`src/sv/rot_pkg.sv`:
```
`timescale 1ns / 1ps
// ============================================================================
// rot_pkg
// Shared types and constants for the image rotation engine.
// ============================================================================
package rot_pkg;

    // Pixel channel width and default buffer dimension
    localparam int PIX_W       = 8;
    localparam int RGB_W       = 3 * PIX_W;
    localparam int MAX_DIM_DEF = 128;

    // Configuration port
    localparam int CFG_IDX_W  = 2;
    localparam int CFG_DATA_W = 8;

    localparam logic [CFG_IDX_W-1:0] REG_ROTATE_MODE = 2'd0;
    localparam logic [CFG_IDX_W-1:0] REG_IMAGE_ROWS  = 2'd1;
    localparam logic [CFG_IDX_W-1:0] REG_IMAGE_COLS  = 2'd2;

    // Rotation modes; the unused code behaves as 180
    localparam int MODE_W = 2;
    localparam logic [MODE_W-1:0] MODE_CW  = 2'd0;
    localparam logic [MODE_W-1:0] MODE_CCW = 2'd1;
    localparam logic [MODE_W-1:0] MODE_180 = 2'd2;

    localparam logic [CFG_DATA_W-1:0] DIM_RESET = 8'd1;

    // Input commands
    localparam logic CMD_LOAD = 1'b0;
    localparam logic CMD_READ = 1'b1;

    typedef enum logic [1:0] {
        ST_IDLE,
        ST_EXEC,
        ST_RDATA
    } rot_state_t;

    // Controller to datapath
    typedef struct packed {
        logic latch;     // capture accepted transaction
        logic exec;      // access frame store, advance position
        logic load_out;  // move read data into output register
    } rot_cmd_t;

    // Datapath to controller
    typedef struct packed {
        logic is_read;
    } rot_status_t;

endpackage

```
`src/sv/rot_ctrl.sv`:
```
`timescale 1ns / 1ps
// ============================================================================
// rot_ctrl
// Sequencer: accept a transaction, run the frame store access, deliver.
// ============================================================================
module rot_ctrl
(
    input  logic                 clk,
    input  logic                 rst_n,
    input  logic                 in_valid,
    output logic                 in_ready,
    output logic                 out_valid,
    input  logic                 out_ready,
    input  rot_pkg::rot_status_t status,
    output rot_pkg::rot_cmd_t    cmd
);

    rot_pkg::rot_state_t state_reg, state_next;
    logic                out_valid_reg, out_valid_next;
    logic                out_free;

    assign out_free  = !out_valid_reg || out_ready;
    assign out_valid = out_valid_reg;

    always_comb
    begin
        state_next = state_reg;
        unique case (state_reg)
            rot_pkg::ST_IDLE:
            begin
                if (in_valid)
                    state_next = rot_pkg::ST_EXEC;
            end
            rot_pkg::ST_EXEC:
            begin
                state_next = status.is_read ? rot_pkg::ST_RDATA : rot_pkg::ST_IDLE;
            end
            rot_pkg::ST_RDATA:
            begin
                if (out_free)
                    state_next = rot_pkg::ST_IDLE;
            end
            default:
            begin
                state_next = rot_pkg::ST_IDLE;
            end
        endcase
    end

    always_comb
    begin
        in_ready     = 1'b0;
        cmd.latch    = 1'b0;
        cmd.exec     = 1'b0;
        cmd.load_out = 1'b0;
        unique case (state_reg)
            rot_pkg::ST_IDLE:
            begin
                in_ready  = 1'b1;
                cmd.latch = in_valid;
            end
            rot_pkg::ST_EXEC:
            begin
                cmd.exec = 1'b1;
            end
            rot_pkg::ST_RDATA:
            begin
                cmd.load_out = out_free;
            end
            default:
            begin
                in_ready = 1'b0;
            end
        endcase
    end

    // Hold the result until taken; refill straight from read data
    always_comb
    begin
        out_valid_next = out_valid_reg;
        if (cmd.load_out)
            out_valid_next = 1'b1;
        else if (out_ready)
            out_valid_next = 1'b0;
    end

    always_ff @(posedge clk or negedge rst_n)
    begin
        if (!rst_n)
        begin
            state_reg     <= rot_pkg::ST_IDLE;
            out_valid_reg <= 1'b0;
        end
        else
        begin
            state_reg     <= state_next;
            out_valid_reg <= out_valid_next;
        end
    end

endmodule

```
`config.mk`:
```
export PLATFORM = sky130hd
export DESIGN_NAME = rot_ctrl
export DESIGN_NICKNAME = d
export VERILOG_FILES = /design/src/sv/rot_pkg.sv /design/src/sv/rot_ctrl.sv
export SDC_FILE = /design/constraint.sdc
export NUM_CORES = 1
export LEC_CHECK = 0
export CORE_AREA = 2 2 39 41
export CTS_CLUSTER_DIAMETER = 150
export CTS_CLUSTER_SIZE = 25
export DETAILED_ROUTE_END_ITERATION = 6
export DIE_AREA = 0 0 41 43
export DONT_BUFFER_PORTS = 1
export PLACE_DENSITY = 0.32
export SLEW_MARGIN = 20
export SYNTH_ARGS = -nofsm -noshare
export SYNTH_HDL_FRONTEND = slang
export SYNTH_SLANG_ARGS = --single-unit
```
`constraint.sdc`:
```
create_clock -name clk -period 1.3 [get_ports clk]
set_input_delay 0.26 -clock clk [delete_from_list [all_inputs] [get_ports clk]]
set_output_delay 0.26 -clock clk [all_outputs]
set_load 0.005 [all_outputs]
```
# Word level (Yosys, flattened, before mapping)
# Cells that the tools add are included.
dict set report word_totals {
  reg_bits 3
  in_bits 5
  output_inout_bits 5
}
dict set report op_classes {
  eq_ne 4
  n_mux 10
  reduce_logical 5
}
# op n
set op_table {}
lappend op_table {{1-bit two-way mux} 6}
lappend op_table {{2-bit two-way mux} 3}
lappend op_table {{2-bit one-hot mux with 3 select lines} 1}
lappend op_table {{2-bit != test (second input constant)} 2}
lappend op_table {{2-bit by 1-bit == test with 1-bit output (second input constant)} 1}
lappend op_table {{2-bit == test (second input constant)} 1}
lappend op_table {{2-bit zero test} 1}
lappend op_table {{2-bit AND reduction} 1}
lappend op_table {{2-bit nonzero test} 1}
lappend op_table {{1-bit zero test} 1}
lappend op_table {{1-bit logical OR} 1}

# Depth between registers and ports, before layout
# Gate-level depths: netlist of the first run.
dict set report depth {
  depth_word 4
  depth_mapped 3
  ltp_nobuf 2
}

# Least setup slack after synthesis of the first run
# OpenSTA, ideal clock, no wires.
dict set report synth_path {
  kind {register -> output}
  start {register state_reg[0]}
  end {output port cmd[0] in the netlist's numbering}
  t_arrival_ns 0.759
  required_ns 1.040
  setup_slack_ns 0.281
  stages_incl_launch_ff 4
  n_path_buf 1
  cell_sequence {dfrtp_1 -> nand2b_1 -> nor2b_1 -> buf_4}
}
# item line
set synth_rtl {}
lappend synth_rtl {{start, declared} rot_ctrl.sv:18} ;# rot_pkg::rot_state_t state_reg, state_next;
lappend synth_rtl {{start signal, assigned} rot_ctrl.sv:91} ;# state_reg <= rot_pkg::ST_IDLE;
lappend synth_rtl {{start signal, assigned} rot_ctrl.sv:96} ;# state_reg <= state_next;
lappend synth_rtl {{end, declared} rot_ctrl.sv:15} ;# output rot_pkg::rot_cmd_t cmd

==> reports/metrics.cfg, run 1 <==
[routing]
routed-via-count = 106
vias_per_cell = 3.212
drc_errors = 0
post_drt_wl_per_cell_um = 9.303
drt_pass_1_iters = 2
route.final.wire_length_um = 307
drtIter0Drc = 2
antenna_violating_nets_post_route = 0

[cells_and_area]
number_of_flip_flops_in_the_largest_register = 2
num_antenna_cells = 0
layout-area-overhead-vs-synth_pct = 33.05
final.fill_count = 158
final_cell_count_no_fill = 33
share_of_layout_cells_above_drive_strength_1_pct = 35.29
finalNetCount = 23
utilization_pct = 14.20

[global_route]
antenna_found_initial = 0
grt.met1_usage_pct = 4.153
globalRouteMet2Util_pct = 5.000
track_usage_pct = 5.210
grt_start_max_net_pins = 4
grt_remaining_overflow = 0
grt_first_pass_wirelength_um = 483
global_route.peak_usage_layer = met3
groute.layer.met3.usage_pct = 10.47
first_global_vias = 116

[pwr]
leakage_power_of_the_design_nw = 0.08365
power_per_cell_area_mw_per_mm2 = 1605
finalPower_mw = 0.3152
maximum_vdd_drop_v = 0.0004020

[synth]
synth_top_cell_by_area = dfrtp_1
ys_warn_count = 0
synth.lib_cells_used.distinct = 9
synthesis.area_per_instance_sq_um = 11.36
synth_sequential_area_ratio_pct = 50.85
synth_commonest_cells = 3 x dfrtp_1, 2 x and2_1, 2 x nand2b_1
number_of_enable_flip_flop_cells_after_synthesis = 0
synth.area.top_cells = dfrtp_1 51%, o2bb2ai_2 10%, and2_1 8.5%
synth_top_area_share_pct = 50.85
fraction_of_synthesis_flops_using_an_asynchronous_set_or_reset_pin_pct = 100.0
synthCells = 13
synthesis.nets = 18
netlist_area_sq_um = 147.6
ys_seq_elements = 3
yosys_most_used_dff = dfrtp_1
synthMostInstantiatedCell = dfrtp_1

[worst_setup_path]
timing.critical_path.cells = nand2b_1 > nor2b_1
reg2reg_setup_slack_ns = 0.51
worstReg2RegEnd = state_reg[1]
critical_path.reg2reg.startpoint = state_reg[0]
crit_arrival_ns = 0.96
cp.required_ns = 1.04
cp_max_fo = 3
cp_peak_stage_delay_ns = 0.38
worstSetupEndpointType = output port
setup.worst_path.start_class = flop
critPathKind = flop to output port
timing.critical_path.slowest_stage_cell = dfrtp_1
reg2reg_depth = 2

[min_path]
timing.hold.worst.class = primary input to flop
hold_path.startpoint = status
hold_path_end = state_reg[1]
hold_depth = 1

[timing]
finalMaxSlewViolations = 0
tightestPinTransition_ns = 0.1613
setup_viol_count_final = 0
clock-skew-final_ns = 0.001281
max-slew-margin-rel_pct = 89.20
finalHoldViolations = 0
fmax_mhz = 818.5
timing.setup.tns_ns = 0
crit_share_post_route_pct = 93.99
grt_setup_unrepaired = true
finalWorstPathRequiredPeriod_ns = 1.222

[placed_design]
place_inst = 28
globalplace.congestion = 0.6027
io_buffers = 0

[clock_network]
clock_net_sink_count = 3
clock_pin_slew_worst_setup_and_hold_paths_ns = 0.04
ctsLongestPathBuffers = 2
clock-root-buffer = clkbuf_4
cts_repair_resize_count = 0
worst_skew_pair.late_latency_ns = 0.24
numCtsBuffers = 3
clock_tree.htree_level_count = 1
post_cts_setup_repair_bufs = 0
tritoncts_clock_tree = yes

[floorplan]
io-pin-count = 10
initial_utilization_pct = 10.67
die_area_sq_mm = 0.001763
core_sq_mm = 0.001384
die_y_um = 43
chip_width_um = 41
std_cell_rows = 14

[job]
timing.max_cap.violations = 0

[outcome]
outcome = finished clean

## cell usage in the layout, fill, tap and decap left out
master,synthesis,final
and2_1,2,2
nor2b_2,1,1
nand2b_1,2,2
dfrtp_1,3,3
dlygate4sd3_1,0,1
nand2_1,1,1
clkbuf_1,0,1
clkbuf_4,0,3
nor2_2,1,1
o2bb2ai_2,1,1
nor2b_1,1,1
## where the power goes
part           internal [mW]  switching, mW
Combinational         0.0164         0.0180
Clock                  0.115         0.0541
Sequential             0.103        0.00777
Total                  0.235         0.0799
## final cells by class
| cell class | instances | area, sq um | share of cell area, % |
|---|---|---|---|
| clock buffer | 4 | 26.28 | 13.38 |
| multi-input combinational | 9 | 65.06 | 33.12 |
| tap | 16 | 20.02 | 10.19 |
| timing repair buffer | 1 | 10.01 | 5.096 |
| sequential | 3 | 75.07 | 38.22 |
## worst max-delay path by stage
stage / from / endpoint / slack [ns] / depth (start not counted)
6_report: state_reg[0] / cmd[0] / 0.08 / 2
3_5_place_dp: state_reg[0] / cmd[0] / 0.31 / 2
3_3_place_gp: state_reg[0] / cmd[0] / 0.32 / 2
5_1_grt: state_reg[0] / cmd[0] / -0.0009 / 2
4_1_cts: state_reg[0] / cmd[0] / 0.05 / 2
2_1_floorplan: state_reg[0] / cmd[0] / 0.28 / 3
## metrics by stage
step	cell area [sq um]	hold slack, ns	setup slack, ns
after detailed placement	160.2	-0.03550	0.3143
after CTS	196.4	0.1319	0.05327
after global placement	160.2	-0.03551	0.3226
after global routing	196.4	0.1414	-0.0008938
final	196.4	0.1407	0.07819
after floorplan	147.6	-0.03559	0.2813
## logic make-up after synthesis
family / count (synthesis) / share of synthesized area [%]
AOI/OAI and AO/OA: 1 / 10.17
DFF: 3 / 50.85
buffers and inverters: 1 / 5.087
and+or+nand+nor: 8 / 33.90
## worst max-delay path: cells and delay by family, from the launching register on
kind / cells / cell delay, ns
flip-flops: 1 / 0.38
AND/OR/NAND/NOR: 2 / 0.35
## routing by layer
layer	up-vias	routed length, um
met5	-	0
met1	45	133
li1	50	-
met3	0	79
met4	0	0
met2	11	94
## what timing repair did
| item | in CTS | in global routing |
|---|---|---|
| endpoints found under the hold margin | 3 | 0 |
| setup endpoints to repair | 0 | 1 |
| hold buffers | 1 | 0 |
Note: power is estimated with default switching activity, not from simulation.
==> inputs of run 2 (changes only) <==
--- a/config.mk
+++ b/config.mk
@@ -11,8 +11,7 @@
 export DETAILED_ROUTE_END_ITERATION = 6
 export DIE_AREA = 0 0 41 43
 export DONT_BUFFER_PORTS = 1
-export PLACE_DENSITY = 0.32
-export SLEW_MARGIN = 20
+export PLACE_DENSITY_LB_ADDON = 0.15
 export SYNTH_ARGS = -nofsm -noshare
 export SYNTH_HDL_FRONTEND = slang
 export SYNTH_SLANG_ARGS = --single-unit
==> constraint.sdc (replaced) <==
create_clock -name clk -period 1 [get_ports clk]
set_input_delay 0.2 -clock clk [delete_from_list [all_inputs] [get_ports clk]]
set_output_delay 0.2 -clock clk [all_outputs]
set_load 0.005 [all_outputs]
==> run 2 against run 1 <==
Net effect: the flow now finishes with violations (setup timing); combinational power grew 130%; via count grew 10%; sequential cell count stayed put; setup slack worse by 0.20 ns; routed wire length up 12%; non-clock buffer count up 4; first-iteration DRC count fell by 100%; total power rose by 44%; sequential share of layout area fell by 7.7 points; final cell count increased by 12%; hold slack worse by 0.063 ns; die area is the same; critical path type unchanged; largest power group unchanged.
==> reports/metrics.cfg, run 2 (same netlist as run 1, synthesis figures left out) <==
[outcome]
outcome = finished with violations
failed_checks = setup timing

[global_route]
antenna_found_initial = 0  ; unchanged
grt_first_pass_wirelength_um = 517  ; +7.0%
first_global_vias = 135  ; +16%
track_usage_pct = 5.936  ; +0.73 points
grt_start_max_net_pins = 4  ; unchanged
grt_remaining_overflow = 0  ; unchanged

[routing]
vias_per_cell = 3.162  ; -1.6%
drc_errors = 0  ; unchanged
drt_pass_1_iters = 1  ; -1
route.final.wire_length_um = 343  ; +12%
post_drt_wl_per_cell_um = 9.270  ; -0.35%
drtIter0Drc = 0  ; -2
antenna_violating_nets_post_route = 0  ; unchanged
routed-via-count = 117  ; +10%

[cells_and_area]
layout-area-overhead-vs-synth_pct = 69.49
finalNetCount = 27  ; +17%
mostFrequentLayoutCell = buf_4
share_of_layout_cells_above_drive_strength_1_pct = 66.67  ; +31 points
mostFrequentLayoutCells = 4 x buf_4, 3 x clkbuf_4, 2 x dfrtp_1
utilization_pct = 18.08  ; +3.9 points
number_of_flip_flops_in_the_largest_register = 2  ; unchanged
final.fill_count = 158  ; unchanged
layout.cell_area.non_filler_sq_um = 250.2  ; +27%
final_cell_count_no_fill = 37  ; +12%
num_antenna_cells = 0  ; unchanged

[clock_network]
clock-root-buffer = clkbuf_4
ctsLongestPathBuffers = 2  ; unchanged
clock_tree.htree_level_count = 1  ; unchanged
numCtsBuffers = 3  ; unchanged
worst_skew_pair.late_latency_ns = 0.24  ; about the same
clock_net_sink_count = 3  ; unchanged
tritoncts_clock_tree = yes
clock_pin_slew_worst_setup_and_hold_paths_ns = 0.04  ; about the same

[timing]
timing.setup.tns_ns = -0.3936  ; -0.3936 ns
clock-skew-final_ns = 0.001301  ; +0.00001960 ns
finalHoldViolations = 0  ; unchanged
grt_setup_unrepaired = true
max-slew-margin-rel_pct = 89.59  ; +0.39 points
setup_ws_ns = -0.1229  ; -0.2011 ns
setup_viol_count_final = 4  ; +4
crit_share_post_route_pct = 112.3
finalMaxSlewViolations = 0  ; unchanged
finalWorstPathRequiredPeriod_ns = 1.123
tightestPinTransition_ns = 0.1554  ; -0.005862 ns
fmax_mhz = 890.6

[floorplan]
chip_width_um = 41  ; unchanged
die_y_um = 43  ; unchanged
io-pin-count = 10  ; unchanged
die_area_sq_mm = 0.001763  ; unchanged
core_sq_mm = 0.001384  ; unchanged
initial_utilization_pct = 10.67  ; unchanged
std_cell_rows = 14  ; unchanged

[worst_setup_path]
startpoint = state_reg[1]
critical_path.reg2reg.startpoint = state_reg[0]
cp_peak_stage_delay_ns = 0.44  ; +0.06 ns
worstSetupEndpointType = output port
crit_arrival_ns = 0.92  ; -0.04 ns
critPathKind = flop to output port
timing.critical_path.cells = nor2_4 > and2_4
timing.critical_path.slowest_stage_cell = dfrtp_2
setup.worst_path.start_class = flop
cp.required_ns = 0.80  ; -0.24 ns
cp_max_fo = 3  ; unchanged
path_delay_family = flip-flops
critPathBufInv = 0  ; unchanged

[placed_design]
dpl_cell_area_sq_um = 182.7  ; +14%
globalplace.congestion = 0.5846  ; -3.0%
place_inst = 31  ; +11%
io_buffers = 0  ; unchanged
detailedPlace.worstSlack_ns = 0.09830  ; -0.2160 ns

[min_path]
timing.hold.worst.class = primary input to flop
hold_path.startpoint = status

[pwr]
p_switching_mw = 0.1170  ; +46%
power_per_cell_area_mw_per_mm2 = 1810  ; +13%
sequentialPowerShare_pct = 33.1  ; -2.2 points
cellInternalPower_mw = 0.3359  ; +43%
maximum_vdd_drop_v = 0.0003008  ; -25%
share_clk_of_total_power_pct = 49.4  ; -4.4 points
leakage_power_of_the_design_nw = 0.1153  ; +38%
switching_share_pct = 25.83  ; +0.49 points
pwr-share-comb_pct = 17.5  ; +6.6 points

[job]
timing.max_cap.violations = 0  ; unchanged

## run 2: timing repair
| item | 4_1_cts | 5_1_grt |
|---|---|---|
| endpoints found under the setup margin | 4 | 4 |
| hold buffers | 1 | 0 |
| gates resized for setup | 3 | 3 |
| buffers inserted | 0 | 1 |
| endpoints found under the hold margin | 3 | 0 |
## run 2: metal layers
metal / vias to the layer above / routed length [um] / GRT usage [%]
li1: 56 / - / -
met1: 46 / 138 / 4.531
met2: 11 / 116 / 5.625
met3: 4 / 59 / 6.283
met4: 0 / 29 / 10.00
met5: - / 0 / 0
## run 2: path summary, 6_finish.rpt
check,endpoint,slack (ns),cells after the start
min in group asynchronous,out_valid,0.22,1
worst min register to register,state_reg[1],0.64,2
max in group asynchronous,state_reg[1],0.62,1
worst min-delay path,state_reg[1],0.08,1
worst max register to register,state_reg[1],0.01,4
worst max-delay path,cmd[2],-0.12,2
## run 2: power by group through the flow
| stage | clock network [mW] | logic (mW) | registers (mW) |
|---|---|---|---|
| after floorplan | 0 | 0.0383 | 0.145 |
| after global placement | 0 | 0.0566 | 0.147 |
| after detailed placement | 0 | 0.0566 | 0.146 |
| after CTS | 0.237 | 0.0708 | 0.147 |
| after global routing | 0.245 | 0.0878 | 0.152 |
| final | 0.224 | 0.0792 | 0.150 |
## run 2: stage by stage
stage	power [mW]	hold slack [ns]
floorplan	0.1829	-0.09559
global placement	0.2036	-0.09549
detailed placement	0.2030	-0.09548
CTS	0.4548	0.07023
global route	0.4857	0.07077
finish	0.4529	0.07741
## run 2: final cells by class
cell class,count,area (sq um),share of cell area [%]
Sequential cell,3,76.32,30.50
Timing Repair Buffer,5,40.04,16.00
Multi-Input combinational cell,9,87.58,35.00
Tap cell,16,20.02,8.000
Clock buffer,4,26.28,10.50
